--- src/design/tcc_pkg.sv ---
// shared types, constants and lookup functions for the terminal cell color resolver
// no dependencies; used by tcc_prep, tcc_expand and the top level
package tcc_pkg;

  localparam int unsigned CodeWidth = 25;
  localparam int unsigned ChanWidth = 16;

  // palette code ranges
  localparam logic [7:0] BasicLast = 8'd15;
  localparam logic [7:0] CubeFirst = 8'd16;
  localparam logic [7:0] CubeLast  = 8'd231;
  localparam logic [7:0] RampFirst = 8'd232;
  localparam logic [7:0] RampBase  = 8'h08;
  localparam logic [7:0] RampStep  = 8'h0A;
  localparam logic [7:0] CubeBase  = 8'h37;
  localparam logic [7:0] CubeStep  = 8'h28;

  // fixed gray codes 256..259 and the unknown-code defaults
  localparam logic [1:0] FixedGrayLight = 2'd0;
  localparam logic [1:0] FixedGrayDark  = 2'd1;
  localparam logic [1:0] FixedGrayFg    = 2'd2;
  localparam logic [1:0] FixedBlack     = 2'd3;
  localparam logic [7:0] ByteLight   = 8'hCC;
  localparam logic [7:0] ByteDark    = 8'h55;
  localparam logic [7:0] ByteDefault = 8'hE5;

  // how a prepared color still has to be finished
  typedef enum logic [0:0] {
    KIND_BYTES,
    KIND_CUBE
  } tcc_kind_e;

  // one color after classification: three bytes, or three cube levels in the low bits
  typedef struct packed {
    tcc_kind_e  kind;
    logic [7:0] red;
    logic [7:0] green;
    logic [7:0] blue;
  } tcc_prep_t;

  // 16-color ANSI table, red in the top byte
  localparam logic [23:0] BasicTable [16] = '{
    24'h000000, 24'hCD0000, 24'h00CD00, 24'hCDCD00,
    24'h0000EE, 24'hCD00CD, 24'h00CDCD, 24'hE5E5E5,
    24'h7F7F7F, 24'hFF0000, 24'h00FF00, 24'hFFFF00,
    24'h5C5CFF, 24'hFF00FF, 24'h00FFFF, 24'hFFFFFF
  };

  // cube level to byte: zero stays zero, otherwise base plus step per level
  function automatic logic [7:0] cube_byte(input logic [2:0] level);
    logic [7:0] b;
    case (level)
      3'd0:    b = 8'h00;
      3'd1:    b = CubeBase + CubeStep;
      3'd2:    b = CubeBase + 8'(2 * CubeStep);
      3'd3:    b = CubeBase + 8'(3 * CubeStep);
      3'd4:    b = CubeBase + 8'(4 * CubeStep);
      3'd5:    b = CubeBase + 8'(5 * CubeStep);
      default: b = 8'h00;
    endcase
    return b;
  endfunction

endpackage

--- src/design/terminal_cell_color_resolver_core.sv ---
// pipeline: an accepted input beat passes through the s1, s2 and output registers
// throughput: one beat per cycle while the output is not stalled; a three-register pipeline with valid bits per stage
// stall on the output backs up stage by stage, bubbles are filled, nothing dropped
// reset: rst_ni asynchronous active low clears all stage valid bits
// depends on tcc_pkg, tcc_prep and tcc_expand
module terminal_cell_color_resolver_core (
  input  logic                          clk_i,
  input  logic                          rst_ni,
  input  logic                          in_valid_i,
  output logic                          in_stall_o,
  input  logic [tcc_pkg::CodeWidth-1:0] fg_color_i,
  input  logic [tcc_pkg::CodeWidth-1:0] bg_color_i,
  input  logic                          bold_i,
  input  logic                          faint_i,
  input  logic                          reverse_i,
  input  logic                          blink_i,
  input  logic                          invisible_i,
  input  logic                          selected_i,
  output logic                          out_valid_o,
  input  logic                          out_stall_i,
  output logic [tcc_pkg::ChanWidth-1:0] fg_red_o,
  output logic [tcc_pkg::ChanWidth-1:0] fg_green_o,
  output logic [tcc_pkg::ChanWidth-1:0] fg_blue_o,
  output logic [tcc_pkg::ChanWidth-1:0] bg_red_o,
  output logic [tcc_pkg::ChanWidth-1:0] bg_green_o,
  output logic [tcc_pkg::ChanWidth-1:0] bg_blue_o
);

  logic s1_ready, s2_ready, s3_ready;

  logic                          s1_valid_q;
  logic [tcc_pkg::CodeWidth-1:0] s1_fg_q, s1_fg_d;
  logic [tcc_pkg::CodeWidth-1:0] s1_bg_q, s1_bg_d;
  logic                          s1_faint_q;

  logic                          s2_valid_q;
  tcc_pkg::tcc_prep_t            s2_fg_q, s2_fg_d;
  tcc_pkg::tcc_prep_t            s2_bg_q, s2_bg_d;
  logic                          s2_faint_q;

  logic                          out_valid_q;
  logic [tcc_pkg::ChanWidth-1:0] fg_r_d, fg_g_d, fg_b_d, bg_r_d, bg_g_d, bg_b_d;
  logic [tcc_pkg::ChanWidth-1:0] fg_r_q, fg_g_q, fg_b_q, bg_r_q, bg_g_q, bg_b_q;

  // stage handshake chain
  assign s3_ready   = !out_valid_q || !out_stall_i;
  assign s2_ready   = !s2_valid_q || s3_ready;
  assign s1_ready   = !s1_valid_q || s2_ready;
  assign in_stall_o = !s1_ready;

  // stage 1: bold, swaps, and blink or invisible on the codes
  always_comb begin
    logic [tcc_pkg::CodeWidth-1:0] fg, bg, t;
    fg = fg_color_i;
    bg = bg_color_i;
    t  = fg_color_i;
    if (bold_i && !faint_i && fg <= tcc_pkg::CodeWidth'(7)) begin
      fg = fg + tcc_pkg::CodeWidth'(8);
    end
    if (reverse_i) begin
      t  = fg;
      fg = bg;
      bg = t;
    end
    if (selected_i) begin
      t  = fg;
      fg = bg;
      bg = t;
    end
    if (blink_i || invisible_i) begin
      fg = bg;
    end
    s1_fg_d = fg;
    s1_bg_d = bg;
  end

  always_ff @(posedge clk_i or negedge rst_ni) begin
    if (!rst_ni) begin
      s1_valid_q <= 1'b0;
    end else if (s1_ready) begin
      s1_valid_q <= in_valid_i;
    end
  end

  always_ff @(posedge clk_i) begin
    if (in_valid_i && s1_ready) begin
      s1_fg_q    <= s1_fg_d;
      s1_bg_q    <= s1_bg_d;
      s1_faint_q <= faint_i;
    end
  end

  // stage 2: classify both codes
  tcc_prep u_prep_fg (
    .code_i  (s1_fg_q),
    .as_bg_i (1'b0),
    .prep_o  (s2_fg_d)
  );

  tcc_prep u_prep_bg (
    .code_i  (s1_bg_q),
    .as_bg_i (1'b1),
    .prep_o  (s2_bg_d)
  );

  always_ff @(posedge clk_i or negedge rst_ni) begin
    if (!rst_ni) begin
      s2_valid_q <= 1'b0;
    end else if (s2_ready) begin
      s2_valid_q <= s1_valid_q;
    end
  end

  always_ff @(posedge clk_i) begin
    if (s1_valid_q && s2_ready) begin
      s2_fg_q    <= s2_fg_d;
      s2_bg_q    <= s2_bg_d;
      s2_faint_q <= s1_faint_q;
    end
  end

  // stage 3: widen to 16 bits, faint halves the foreground
  tcc_expand u_expand_fg (
    .prep_i  (s2_fg_q),
    .half_i  (s2_faint_q),
    .red_o   (fg_r_d),
    .green_o (fg_g_d),
    .blue_o  (fg_b_d)
  );

  tcc_expand u_expand_bg (
    .prep_i  (s2_bg_q),
    .half_i  (1'b0),
    .red_o   (bg_r_d),
    .green_o (bg_g_d),
    .blue_o  (bg_b_d)
  );

  always_ff @(posedge clk_i or negedge rst_ni) begin
    if (!rst_ni) begin
      out_valid_q <= 1'b0;
    end else if (s3_ready) begin
      out_valid_q <= s2_valid_q;
    end
  end

  always_ff @(posedge clk_i) begin
    if (s2_valid_q && s3_ready) begin
      fg_r_q <= fg_r_d;
      fg_g_q <= fg_g_d;
      fg_b_q <= fg_b_d;
      bg_r_q <= bg_r_d;
      bg_g_q <= bg_g_d;
      bg_b_q <= bg_b_d;
    end
  end

  // output beat
  assign out_valid_o = out_valid_q;
  assign fg_red_o    = fg_r_q;
  assign fg_green_o  = fg_g_q;
  assign fg_blue_o   = fg_b_q;
  assign bg_red_o    = bg_r_q;
  assign bg_green_o  = bg_g_q;
  assign bg_blue_o   = bg_b_q;

endmodule

--- src/design/tcc_prep.sv ---
// classifies one color code and reduces it to three bytes or three cube levels
// depends on tcc_pkg
module tcc_prep (
  input  logic [tcc_pkg::CodeWidth-1:0] code_i,
  input  logic                          as_bg_i,
  output tcc_pkg::tcc_prep_t            prep_o
);

  logic        high_zero;
  logic [7:0]  low_byte;
  logic [7:0]  cube_idx;
  logic [13:0] prod36;
  logic [15:0] prod6;
  logic [2:0]  q36;
  logic [5:0]  q6;
  logic [5:0]  g_lvl;
  logic [7:0]  b_lvl;
  logic [4:0]  ramp_idx;
  logic [7:0]  ramp_byte;
  logic [7:0]  fixed_byte;
  logic [23:0] basic_rgb;

  assign high_zero = (code_i[23:8] == 16'd0);
  assign low_byte  = code_i[7:0];

  // cube index split by reciprocal multiply, exact for index below 216
  assign cube_idx = low_byte - tcc_pkg::CubeFirst;
  assign prod36   = 14'(cube_idx) * 14'd57;
  assign prod6    = 16'(cube_idx) * 16'd171;
  assign q36      = prod36[13:11];
  assign q6       = prod6[15:10];
  assign g_lvl    = q6 - 6'(6 * q36);
  assign b_lvl    = cube_idx - 8'(6 * q6);

  // gray ramp byte
  assign ramp_idx  = 5'(low_byte - tcc_pkg::RampFirst);
  assign ramp_byte = tcc_pkg::RampBase + 8'(ramp_idx * tcc_pkg::RampStep);

  assign basic_rgb = tcc_pkg::BasicTable[low_byte[3:0]];

  // fixed grays and the unknown default
  always_comb begin
    if (code_i[23:2] == 22'd64) begin
      case (code_i[1:0])
        tcc_pkg::FixedGrayLight: fixed_byte = tcc_pkg::ByteLight;
        tcc_pkg::FixedGrayDark:  fixed_byte = tcc_pkg::ByteDark;
        tcc_pkg::FixedGrayFg:    fixed_byte = tcc_pkg::ByteDefault;
        tcc_pkg::FixedBlack:     fixed_byte = 8'h00;
        default:                 fixed_byte = 8'h00;
      endcase
    end else begin
      fixed_byte = as_bg_i ? 8'h00 : tcc_pkg::ByteDefault;
    end
  end

  // class select
  always_comb begin
    prep_o.kind = tcc_pkg::KIND_BYTES;
    if (code_i[24]) begin
      prep_o.red   = code_i[23:16];
      prep_o.green = code_i[15:8];
      prep_o.blue  = code_i[7:0];
    end else if (high_zero && low_byte <= tcc_pkg::BasicLast) begin
      prep_o.red   = basic_rgb[23:16];
      prep_o.green = basic_rgb[15:8];
      prep_o.blue  = basic_rgb[7:0];
    end else if (high_zero && low_byte <= tcc_pkg::CubeLast) begin
      prep_o.kind  = tcc_pkg::KIND_CUBE;
      prep_o.red   = {5'd0, q36};
      prep_o.green = {5'd0, g_lvl[2:0]};
      prep_o.blue  = {5'd0, b_lvl[2:0]};
    end else if (high_zero) begin
      prep_o.red   = ramp_byte;
      prep_o.green = ramp_byte;
      prep_o.blue  = ramp_byte;
    end else begin
      prep_o.red   = fixed_byte;
      prep_o.green = fixed_byte;
      prep_o.blue  = fixed_byte;
    end
  end

endmodule

--- src/design/tcc_expand.sv ---
// turns a prepared color into 16-bit channels, with optional halving
// depends on tcc_pkg
module tcc_expand (
  input  tcc_pkg::tcc_prep_t            prep_i,
  input  logic                          half_i,
  output logic [tcc_pkg::ChanWidth-1:0] red_o,
  output logic [tcc_pkg::ChanWidth-1:0] green_o,
  output logic [tcc_pkg::ChanWidth-1:0] blue_o
);

  logic [7:0] r_byte;
  logic [7:0] g_byte;
  logic [7:0] b_byte;

  // cube levels go through the level table, everything else is a byte already
  always_comb begin
    case (prep_i.kind)
      tcc_pkg::KIND_CUBE: begin
        r_byte = tcc_pkg::cube_byte(prep_i.red[2:0]);
        g_byte = tcc_pkg::cube_byte(prep_i.green[2:0]);
        b_byte = tcc_pkg::cube_byte(prep_i.blue[2:0]);
      end
      default: begin
        r_byte = prep_i.red;
        g_byte = prep_i.green;
        b_byte = prep_i.blue;
      end
    endcase
  end

  // widen by byte repeat, halve on request
  assign red_o   = half_i ? {1'b0, r_byte, r_byte[7:1]} : {r_byte, r_byte};
  assign green_o = half_i ? {1'b0, g_byte, g_byte[7:1]} : {g_byte, g_byte};
  assign blue_o  = half_i ? {1'b0, b_byte, b_byte[7:1]} : {b_byte, b_byte};

endmodule

--- config.mk ---
export PLATFORM = sky130hd
export DESIGN_NAME = terminal_cell_color_resolver_core
export DESIGN_NICKNAME = d
export VERILOG_FILES = /design/src/design/tcc_pkg.sv /design/src/design/terminal_cell_color_resolver_core.sv /design/src/design/tcc_prep.sv /design/src/design/tcc_expand.sv
export SDC_FILE = /design/constraint.sdc
export NUM_CORES = 1
export LEC_CHECK = 0
export BUFFER_PORTS_ARGS = -buffer_cell sky130_fd_sc_hd__buf_4
export CAP_MARGIN = 10
export CORE_ASPECT_RATIO = 1.25
export CORE_MARGIN = 2
export CORE_UTILIZATION = 55
export CTS_CLUSTER_DIAMETER = 200
export DETAILED_ROUTE_END_ITERATION = 12
export PLACE_DENSITY = 0.76
export SETUP_SLACK_MARGIN = 0.5
export SLEW_MARGIN = 20
export SYNTH_ARGS = -nofsm -noshare
export SYNTH_HDL_FRONTEND = slang
export SYNTH_SLANG_ARGS = --single-unit
--- constraint.sdc ---
create_clock -name clk_i -period 7.89 [get_ports clk_i]
set_clock_uncertainty 0.2 [all_clocks]
set_input_delay 0.3945 -clock clk_i [delete_from_list [all_inputs] [get_ports clk_i]]
set_output_delay 0.3945 -clock clk_i [all_outputs]
set_load 0.02 [all_outputs]
==> flow_metrics.py, run 1 <==
metrics = {
    "min_path": {
        "timing.hold.worst.class": "in -> reg",
        "min_path_cells": 2,
    },
    "yosys": {
        "synth_seq_cells": 156,
        "yosys_warnings": 0,
        "yosysSeqAreaShare": 0.369,
        "synth_area_mm2": 0.0127,
        "syn_avg_cell_area_um2": 9.76,
        "synthArstFlopShare": 0.0192,
        "synth_edf_count": 153,
        "synth.distinct_cells": 73,
        "synth_fp_nets": 1547,
        "synth_top_flop_cell": "edfxtp_1",
        "synthCells": 1296,
    },
    "cts": {
        "cts_hold_buf": 3,
        "clockBufferDepth": 2,
        "clockRootBuffer": "clkbuf_16",
        "cts_made_buffers": 17,
        "worstSkewPairLatency_ns": 0.43,
        "htree_levels": 4,
        "cts_sinks": 156,
        "cts_tree": "yes",
        "cts_setup_buffers": 0,
        "cts_resized": 0,
        "cts.reportedPaths.clkPinSlew_ns": 0.07,
    },
    "route": {
        "drt_pass1_iterations": 5,
        "route.detailed.drc": 0,
        "wl_mm": 29.4,
        "drt_iter0_drc": 741,
        "antenna_left": 0,
        "vias": 9775,
        "viasPerCell": 5.76,
        "avgRoutedWirePerCell_um": 17.3,
    },
    "timing": {
        "tightest_slew_ns": 1.00,
        "setup_ws_ns": 1.13,
        "whs_ns": 0.0205,
        "drv_slew": 0,
        "setup-violations-final": 0,
        "finalSetupTns_ns": 0,
        "rsz0062_at_grt": "false",
        "fmax_mhz": 148,
        "final.period_utilization": 0.857,
        "period_minus_slack_ns": 6.76,
        "slew_headroom": 0.330,
        "hold_violations": 0,
    },
    "cells_and_area": {
        "fin_nets": 1648,
        "drive_gt1_frac": 0.169,
        "instances_no_fill": 1698,
        "antenna_cells": 0,
        "syn_to_final_growth_pct": 13.8,
        "fin_area_mm2": 0.0144,
    },
    "worst_setup_path": {
        "cp_cell_sequence": "clkinv_1 > ha_1 > inv_1 > fa_1 > inv_1 > fa_1 > fa_1 > inv_1 > ha_1 > a21o_1 > a21o_1 > a21o_1 > a221o_1 > ha_1 > xnor2_1 > xnor2_1 > xnor2_1 > xnor2_1 > xnor2_1 > xnor3_1 > o211ai_1",
        "reg2reg_depth": 21,
        "crit_top_cell": "xnor2_1",
        "crit_type": "reg -> reg",
        "worstSetupStartpointType": "flop",
        "critical_path.max_fanout": 21,
        "cpMaxStageDelayCell": "edfxtp_1",
        "slowest_delay_ns": 0.83,
        "cp_data_arrival_time_ns": 6.83,
        "crit_path_end_kind": "flop",
        "crit_required_ns": 7.96,
    },
    "power": {
        "power_density_mw_per_mm2": 277,
        "switching_share": 0.387,
        "p_comb_frac": 0.522,
        "vdd_drop_max_mv": 0.216,
        "p_seq_frac": 0.283,
        "p_int_w": 0.00244,
        "clkPwrFrac": 0.194,
        "p_leak_nw": 6.44,
        "netSwitchingPower_w": 0.00154,
    },
    "global_routing": {
        "grt_util_all_layers": 0.244,
        "antenna_found_initial": 0,
        "gr-total-overflow": 0,
        "grt_pass1_vias": 9320,
        "grt_pass1_wl_mm": 47.5,
        "grt_start_max_net_pins": 55,
    },
    "floorplanning": {
        "die_area_mm2": 0.0242,
        "io_pins": 158,
        "initial_utilization": 0.555,
        "row_count": 62,
        "die_y_um": 174,
        "die_w_um": 140,
        "coreArea_mm2": 0.0228,
    },
    "placed_design": {
        "post-place-ws_ns": 1.22,
        "gp_congestion": 0.971,
        "place_hpwl_mm": 22.8,
        "dpl_cell_area_mm2": 0.0138,
        "portBuffers": 157,
        "placed_cells_incl_taps": 1663,
    },
    "job": {
        "drv_cap": 0,
    },
    "status": {
        "outcome": "finished, final reports clean",
    },
}
## power by group through the flow
stage | registers (W) | logic, W | clock network (W)
global placement | 0.00114 | 0.00200 | 0
detailed placement | 0.00114 | 0.00207 | 0
global route | 0.00114 | 0.00236 | 0.000814
floorplan | 0.00117 | 0.00157 | 0
finish | 0.00113 | 0.00208 | 0.000774
CTS | 0.00113 | 0.00209 | 0.000780
## area by class of cell
type	count	area [µm²]
clock inverters	14	121
flip-flops and latches	156	4670
inverters	153	574
fillers	1906	8410
well taps	288	360
multi-input cells	899	6960
repair buffers	170	1280
clock buffers	18	429
## kinds of logic after synthesis
family,count (synthesis),share of synthesized area
simple gates,367,0.133
fa+ha+maj,191,0.213
xor+xnor,51,0.0397
compound gates,251,0.126
buf+inv,241,0.0849
mux,39,0.0343
flops,156,0.369
## cell usage after synthesis (all sizes together), types with 10 or more instances
cell      n  share of area
o21ai    78          0.031
nor4     11         0.0069
mux2     25          0.022
a21oi    65          0.026
clkbuf   39          0.012
nand2b   10         0.0049
nand2   148          0.044
nand4    11         0.0059
ha      151           0.15
nand3    25         0.0099
buf      49          0.028
inv     152          0.045
mux2i    13          0.010
xnor2    37          0.026
edfxtp  153           0.36
a31oi    13         0.0064
nor2    102          0.030
fa       40          0.063
xor2     10         0.0069
nor3     18         0.0075
## worst max-delay path: cells and delay by family, from the launching register on
family / cells / cell delay [ns]
adder cells (fa/ha/maj): 6 / 2.60
XOR/XNOR: 6 / 1.11
AO/OA/AOI/OAI: 5 / 1.09
flip-flops: 1 / 0.83
buffers and inverters: 4 / 0.77
## state kept, by name (all words and copies together), names as in the netlist
register	cells
s1_valid_q	1
s1_bg_q	25
s2_faint_q	1
bg_blue_o	8
bg_green_o	8
fg_red_o	9
s2_fg_q	25
s2_bg_q	25
fg_green_o	9
s1_faint_q	1
fg_blue_o	9
s2_valid_q	1
s1_fg_q	25
bg_red_o	8
out_valid_o	1
## cells in the final DEF (no fill, tap or decap), types with 5 or more instances in the layout
cell	instances
a211oi_1	9
a21o_1	8
a21oi_1	65
a22oi_1	7
a2bb2oi_1	6
a31oi_1	13
a32oi_1	8
and3_1	7
buf_4	167
clkbuf_16	17
edfxtp_1	153
fa_1	40
ha_1	151
inv_1	152
mux2_2	25
mux2i_1	13
nand2_1	148
nand2b_1	10
nand3_1	25
nand4_1	10
nor2_1	102
nor3_1	17
nor4_1	8
o211ai_1	9
o21a_1	5
o21ai_0	78
o32ai_1	7
or3_1	6
xnor2_1	35
xor2_1	9
## metrics by stage
stage | utilization | power [W]
floorplan | - | 0.00274
global placement | 0.605 | 0.00315
detailed placement | 0.605 | 0.00322
CTS | 0.631 | 0.00399
global route | 0.631 | 0.00432
finish | 0.631 | 0.00398
## final timing paths
path	start	end	slack (ns)
max	s1_fg_q[3]$_DFFE_PP_	s2_fg_q[10]$_DFFE_PP_	1.13
min	out_stall_i	out_valid_o$_DFFE_PN0P_	0.02
max reg2reg	s1_fg_q[3]$_DFFE_PP_	s2_fg_q[10]$_DFFE_PP_	1.13
min reg2reg	s1_valid_q$_DFFE_PN0N_	s2_valid_q$_DFFE_PN0P_	0.31
max in group asynchronous	rst_ni	out_valid_o$_DFFE_PN0P_	7.30
min in group asynchronous	rst_ni	s2_valid_q$_DFFE_PN0P_	0.09
## metal layers
| metal | vias up | routed length, µm | global-route usage |
|---|---|---|---|
| li1 | 4710 | - | - |
| met1 | 4607 | 13200 | 0.349 |
| met2 | 399 | 13400 | 0.384 |
| met3 | 59 | 2050 | 0.0398 |
| met4 | 0 | 725 | 0.0796 |
| met5 | - | 0 | 0 |
(Power assumes the default switching activity.)
==> run 2, diff against run 1 <==
- ABC_AREA: not set -> 1
- CORE_MARGIN: 2 -> 5
==> flow_metrics.py, run 2 <==
metrics = {
    "worst_setup_path": {
        "cpMaxStageDelayCell": "edfxtp_1",
        "slowest_delay_ns": 0.66,
        "worstSetupStartpointType": "flop",
        "crit_required_ns": 7.86,
        "critical_path.max_fanout": 13,
        "crit_top_cell": "nand2_1",
        "crit_path_end_kind": "flop",
        "r2r_start": "s1_fg_q[3]$_DFFE_PP_",
        "reg2reg_slack_ns": 1.95,
        "crit_type": "reg -> reg",
        "cp_data_arrival_time_ns": 5.91,
        "crit_buf_inv": 5,
        "rr_endpoint": "s2_fg_q[10]$_DFFE_PP_",
        "reg2reg_depth": 28,
        "cp_top_family": "adder cells",
    },
    "global_routing": {
        "grt_pass1_vias": 10500,
        "grt_util_all_layers": 0.238,
        "grt_start_max_net_pins": 96,
        "gr-total-overflow": 0,
        "grt_pass1_wl_mm": 52.5,
        "antenna_found_initial": 0,
    },
    "job": {
        "drv_cap": 0,
    },
    "timing": {
        "period_minus_slack_ns": 5.94,
        "tightest_slew_ns": 0.964,
        "drv_slew": 0,
        "rsz0062_at_grt": "false",
        "slew_headroom": 0.356,
        "finalSetupTns_ns": 0,
        "final.period_utilization": 0.753,
        "fmax_mhz": 168,
        "hold_violations": 0,
        "setup-violations-final": 0,
    },
    "cts": {
        "clockBufferDepth": 2,
        "cts_tree": "yes",
        "clockRootBuffer": "clkbuf_16",
        "htree_levels": 4,
        "cts_sinks": 156,
        "cts_made_buffers": 17,
        "cts.reportedPaths.clkPinSlew_ns": 0.06,
        "worstSkewPairLatency_ns": 0.43,
    },
    "power": {
        "fin_total_pwr_w": 0.00389,
        "switching_share": 0.421,
        "p_leak_nw": 7.23,
        "p_int_w": 0.00225,
        "netSwitchingPower_w": 0.00164,
        "p_seq_frac": 0.287,
        "vdd_drop_max_mv": 0.205,
        "power_density_mw_per_mm2": 258,
        "p_comb_frac": 0.502,
        "clkPwrFrac": 0.211,
    },
    "yosys": {
        "yosysTopAreaCell": "edfxtp_1",
        "synth_edf_count": 153,
        "synthCells": 1610,
        "synthTopCellsByArea": "edfxtp_1 34%, ha_1 14%, nand2_1 9.9%",
        "synth_area_mm2": 0.0133,
        "synth.most_common_cell": "nand2_1",
        "syn_avg_cell_area_um2": 8.28,
        "synth_fp_nets": 1861,
        "synth_common_cells": "350 x nand2_1, 250 x inv_1, 175 x o21ai_0",
        "yosys_warnings": 0,
        "synth_seq_cells": 156,
        "yosysSeqAreaShare": 0.350,
        "synthArstFlopShare": 0.0192,
        "synth_top_flop_cell": "edfxtp_1",
        "synth.distinct_cells": 59,
        "synth.top_cell.area_share": 0.345,
    },
    "floorplanning": {
        "die_y_um": 184,
        "initial_utilization": 0.560,
        "die_w_um": 149,
        "io_pins": 158,
        "row_count": 63,
        "coreArea_mm2": 0.0238,
        "die_area_mm2": 0.0275,
    },
    "route": {
        "route.detailed.drc": 0,
        "drt_pass1_iterations": 5,
        "viasPerCell": 5.38,
        "antenna_left": 0,
        "avgRoutedWirePerCell_um": 15.8,
        "wl_mm": 32.2,
        "vias": 11000,
        "drt_iter0_drc": 730,
    },
    "cells_and_area": {
        "syn_to_final_growth_pct": 13.0,
        "final_common_cell": "nand2_1",
        "final_cell_mix": "350 x nand2_1, 249 x inv_1, 175 x o21ai_0",
        "fin_nets": 1954,
        "instances_no_fill": 2041,
        "fin_area_mm2": 0.0151,
        "n_fill_cell": 2085,
        "drive_gt1_frac": 0.138,
        "antenna_cells": 0,
    },
    "placed_design": {
        "place_hpwl_mm": 26.0,
        "portBuffers": 157,
        "gp_congestion": 0.939,
        "placed_cells_incl_taps": 2006,
        "dpl_cell_area_mm2": 0.0144,
    },
    "min_path": {
        "hold_end": "s1_valid_q$_DFFE_PN0N_",
        "hold_start": "in_valid_i",
        "timing.hold.worst.class": "in -> reg",
        "min_path_cells": 3,
    },
    "status": {
        "outcome": "finished, final reports clean",
    },
}
run 2: repair_timing:
item,4_1_cts,5_1_grt
hold buffers,3,0
resized for setup,0,0
setup endpoints to repair,0,0
endpoints found under the hold margin,5,0
buffers inserted,0,0
run 2: worst max path at each step:
stage	start	endpoint	slack (ns)	cells after the start
global route	s1_fg_q[4]$_DFFE_PP_	s2_fg_q[10]$_DFFE_PP_	1.48	29
CTS	s1_fg_q[3]$_DFFE_PP_	s2_fg_q[10]$_DFFE_PP_	1.95	28
global placement	s1_fg_q[3]$_DFFE_PP_	s2_fg_q[10]$_DFFE_PP_	2.13	28
finish	s1_fg_q[3]$_DFFE_PP_	s2_fg_q[10]$_DFFE_PP_	1.95	28
floorplan	s1_fg_q[4]$_DFFE_PP_	s2_fg_q[10]$_DFFE_PP_	2.56	29
detailed placement	s1_fg_q[3]$_DFFE_PP_	s2_fg_q[10]$_DFFE_PP_	1.97	28
run 2: tightest hold or removal path, cell delays in order:
cell and delay (ns):
buf_4 0.08, inv_1 0.06, o21ai_0 0.07
run 2: cells by family after synthesis:
family                   synth area share
AO/OA/AOI/OAI                       0.131
XOR/XNOR                           0.0196
adder cells (fa/ha/maj)             0.202
buffers and inverters               0.114
flip-flops                          0.350
multiplexers                      0.00225
AND/OR/NAND/NOR                     0.181
run 2: routing by layer:
metal / part of all wire / wire [µm] / global-route usage / up-vias
met3: 0.071 / 2290 / 0.0301 / 52
met5: 0 / 0 / 0 / -
met1: 0.45 / 14400 / 0.333 / 5014
met2: 0.46 / 14800 / 0.386 / 425
li1: - / - / - / 5493
met4: 0.022 / 708 / 0.0758 / 0
run 2: cell type report:
| type | instances | area, µm² | area share |
|---|---|---|---|
| clock inverter | 15 | 176 | 0.0117 |
| tap | 325 | 407 | 0.0270 |
| timing repair buffer | 163 | 1230 | 0.0818 |
| inverter | 262 | 985 | 0.0654 |
| clock buffer | 17 | 425 | 0.0283 |
| sequential | 156 | 4670 | 0.310 |
| multi-input combinational | 1103 | 7160 | 0.476 |
run 2: power by group through the flow:
stage / Clock (W) / Sequential (W) / Combinational, W
floorplan: 0 / 0.00115 / 0.00142
global placement: 0 / 0.00113 / 0.00185
detailed placement: 0 / 0.00114 / 0.00193
CTS: 0.000836 / 0.00112 / 0.00195
global route: 0.000873 / 0.00113 / 0.00224
finish: 0.000821 / 0.00112 / 0.00195
run 2: stage by stage:
step	setup slack (ns)	util	hold WS, ns
2_1_floorplan	2.56	-	-0.101
3_3_place_gp	2.13	0.606	-0.0145
3_5_place_dp	1.97	0.606	-0.0110
4_1_cts	1.95	0.633	0.00910
5_1_grt	1.48	0.633	0.0282
6_report	1.95	0.633	0.0230
==> run 3, diff against run 2 <==
- CORE_UTILIZATION: 55 -> 54
- PLACE_DENSITY: 0.76 -> 0.78
- clock period: 7.89 -> 4.8 ns (I/O delays scaled with it)
==> flow_metrics.py, run 3 (synthesis gave the netlist of run 2 again) <==
metrics = {
    "global_routing": {
        "gr-total-overflow": 0,
        "grt_start_max_net_pins": 96,
        "grt_util_all_layers": 0.242,
        "grt_pass1_wl_mm": 54.2,
        "grt_pass1_vias": 11100,
        "antenna_found_initial": 0,
    },
    "worst_setup_path": {
        "crit_required_ns": 4.77,
        "rr_endpoint": "s2_fg_q[2]$_DFFE_PP_",
        "r2r_start": "s1_fg_q[3]$_DFFE_PP_",
        "critical_path.max_fanout": 3,
        "cpMaxStageDelayCell": "fa_1",
        "reg2reg_slack_ns": 0.1,
        "crit_top_cell": "nand2_1",
        "slowest_delay_ns": 0.49,
        "cp_data_arrival_time_ns": 4.67,
        "crit_type": "reg -> reg",
        "crit_path_end_kind": "flop",
        "worstSetupStartpointType": "flop",
        "reg2reg_depth": 23,
        "cp_cell_sequence": "clkinv_8 > ha_4 > inv_2 > fa_1 > inv_2 > fa_1 > fa_1 > inv_1 > ha_1 > nand2_1 > o21a_1 > buf_4 > nand3b_1 > nand2_1 > inv_1 > ha_1 > xnor2_1 > or2_1 > a21o_1 > nand3_1 > nand2_1 > nand2_1 > nand2_1",
    },
    "route": {
        "wl_mm": 33.3,
        "antenna_left": 0,
        "drt_iter0_drc": 781,
        "route.detailed.drc": 0,
        "vias": 11300,
        "drt_pass1_iterations": 5,
        "viasPerCell": 5.38,
        "avgRoutedWirePerCell_um": 15.8,
    },
    "min_path": {
        "timing.hold.worst.class": "in -> reg",
        "hold_end": "s1_bg_q[0]$_DFFE_PP_",
        "min_path_cells": 3,
        "hold_start": "bg_color_i[0]",
    },
    "timing": {
        "hold_violations": 0,
        "whs_ns": 0.0346,
        "tightest_slew_ns": 0.964,
        "fmax_mhz": 213,
        "slew_headroom": 0.357,
        "rsz0062_at_grt": "true",
        "final.period_utilization": 0.980,
        "finalSetupTns_ns": 0,
        "setup-violations-final": 0,
        "drv_slew": 0,
        "period_minus_slack_ns": 4.70,
    },
    "cts": {
        "clockBufferDepth": 2,
        "worstSkewPairLatency_ns": 0.42,
        "cts.reportedPaths.clkPinSlew_ns": 0.07,
        "cts_sinks": 156,
        "clockRootBuffer": "clkbuf_16",
        "htree_levels": 4,
        "cts_tree": "yes",
        "cts_made_buffers": 17,
    },
    "floorplanning": {
        "die_w_um": 151,
        "io_pins": 158,
        "die_y_um": 186,
        "row_count": 64,
        "initial_utilization": 0.546,
        "coreArea_mm2": 0.0244,
        "die_area_mm2": 0.0279,
    },
    "cells_and_area": {
        "syn_to_final_growth_pct": 20.2,
        "final_cell_mix": "339 x nand2_1, 231 x inv_1, 215 x buf_4",
        "final_common_cell": "nand2_1",
        "drive_gt1_frac": 0.206,
        "seq_area_mm2": 0.00467,
        "fin_util": 0.656,
        "antenna_cells": 0,
        "fin_nets": 2016,
        "multiInputGateArea_mm2": 0.00759,
        "n_fill_cell": 1953,
    },
    "placed_design": {
        "portBuffers": 157,
        "place_hpwl_mm": 26.6,
        "gp_congestion": 1.01,
    },
    "power": {
        "power_density_mw_per_mm2": 452,
        "p_leak_nw": 7.59,
        "vdd_drop_max_mv": 0.346,
        "fin_total_pwr_w": 0.00723,
    },
    "status": {
        "outcome": "finished, final reports clean",
    },
    "job": {
        "drv_cap": 0,
    },
}
run 3: cell count changes in the layout (fill, tap and decap cells not counted), sizes merged:
cell | previous run | this run
clkinv | 7 | 4
dlygate4sd3 | 3 | 5
buf | 160 | 220
bufinv | 1 | 2
inv | 268 | 269
run 3: per-layer routing:
layer  up-vias  part of all wire  GRT usage
met3        62             0.078     0.0351
met4         0             0.030     0.0853
li1       5599                 -          -
met1      5232              0.42      0.331
met2       448              0.47      0.395
met5         -                 0          0
run 3: worst max path at each step:
stage                               startpoint                    end  slack (ns)  cells after the start
after global placement    s1_fg_q[3]$_DFFE_PP_  s2_fg_q[10]$_DFFE_PP_       -0.05                     28
after global routing      s1_fg_q[4]$_DFFE_PP_  s2_fg_q[10]$_DFFE_PP_       -0.20                     28
after CTS                 s1_fg_q[3]$_DFFE_PP_  s2_fg_q[10]$_DFFE_PP_        0.04                     28
after floorplan           s1_fg_q[4]$_DFFE_PP_  s2_fg_q[10]$_DFFE_PP_       -0.03                     28
final                     s1_fg_q[3]$_DFFE_PP_   s2_fg_q[2]$_DFFE_PP_         0.1                     23
after detailed placement  s1_fg_q[3]$_DFFE_PP_  s2_fg_q[10]$_DFFE_PP_        -0.1                     28
run 3: cell type report:
| class | count | area share |
|---|---|---|
| clock buffer | 17 | 0.0266 |
| clock inverter | 14 | 0.0109 |
| inverter | 262 | 0.0635 |
| multi-input combinational | 1103 | 0.474 |
| sequential | 156 | 0.292 |
| tap | 330 | 0.0258 |
| timing repair buffer | 225 | 0.108 |
run 3: metrics by stage:
| stage | cell area, µm² | cells | worst slack [ns] |
|---|---|---|---|
| global route | 16000 | 2107 | -0.201 |
| floorplan | 13600 | 1610 | -0.0336 |
| detailed placement | 15000 | 2049 | -0.100 |
| global placement | 15000 | 2049 | -0.0500 |
| CTS | 15800 | 2100 | 0.0411 |
| finish | 16000 | 2107 | 0.0982 |
run 3: critical path, delay by kind of cell (launching register included):
kind	cells	cell delay, ns
adders and majority gates	6	2.18
and+or+nand+nor	8	0.76
DFF	1	0.47
buffers and inverters	6	0.39
AOI/OAI and AO/OA	2	0.31
xor gates and xnor gates	1	0.14
run 3: power by group:
part / internal (W) / total, W / switching [W] / leakage (nW)
sequential: 0.00171 / 0.00181 / 0.0000956 / 1.52
clock: 0.000788 / 0.00137 / 0.000580 / 0.293
combinational: 0.00174 / 0.00406 / 0.00232 / 5.78
run 3: timing repair:
action                                 CTS  global route
setup endpoints to repair                9            10
pin swaps                               33            18
hold buffers                             5             0
resized for setup                       24            38
endpoints found under the hold margin    6             0
setup buffers                           15             7
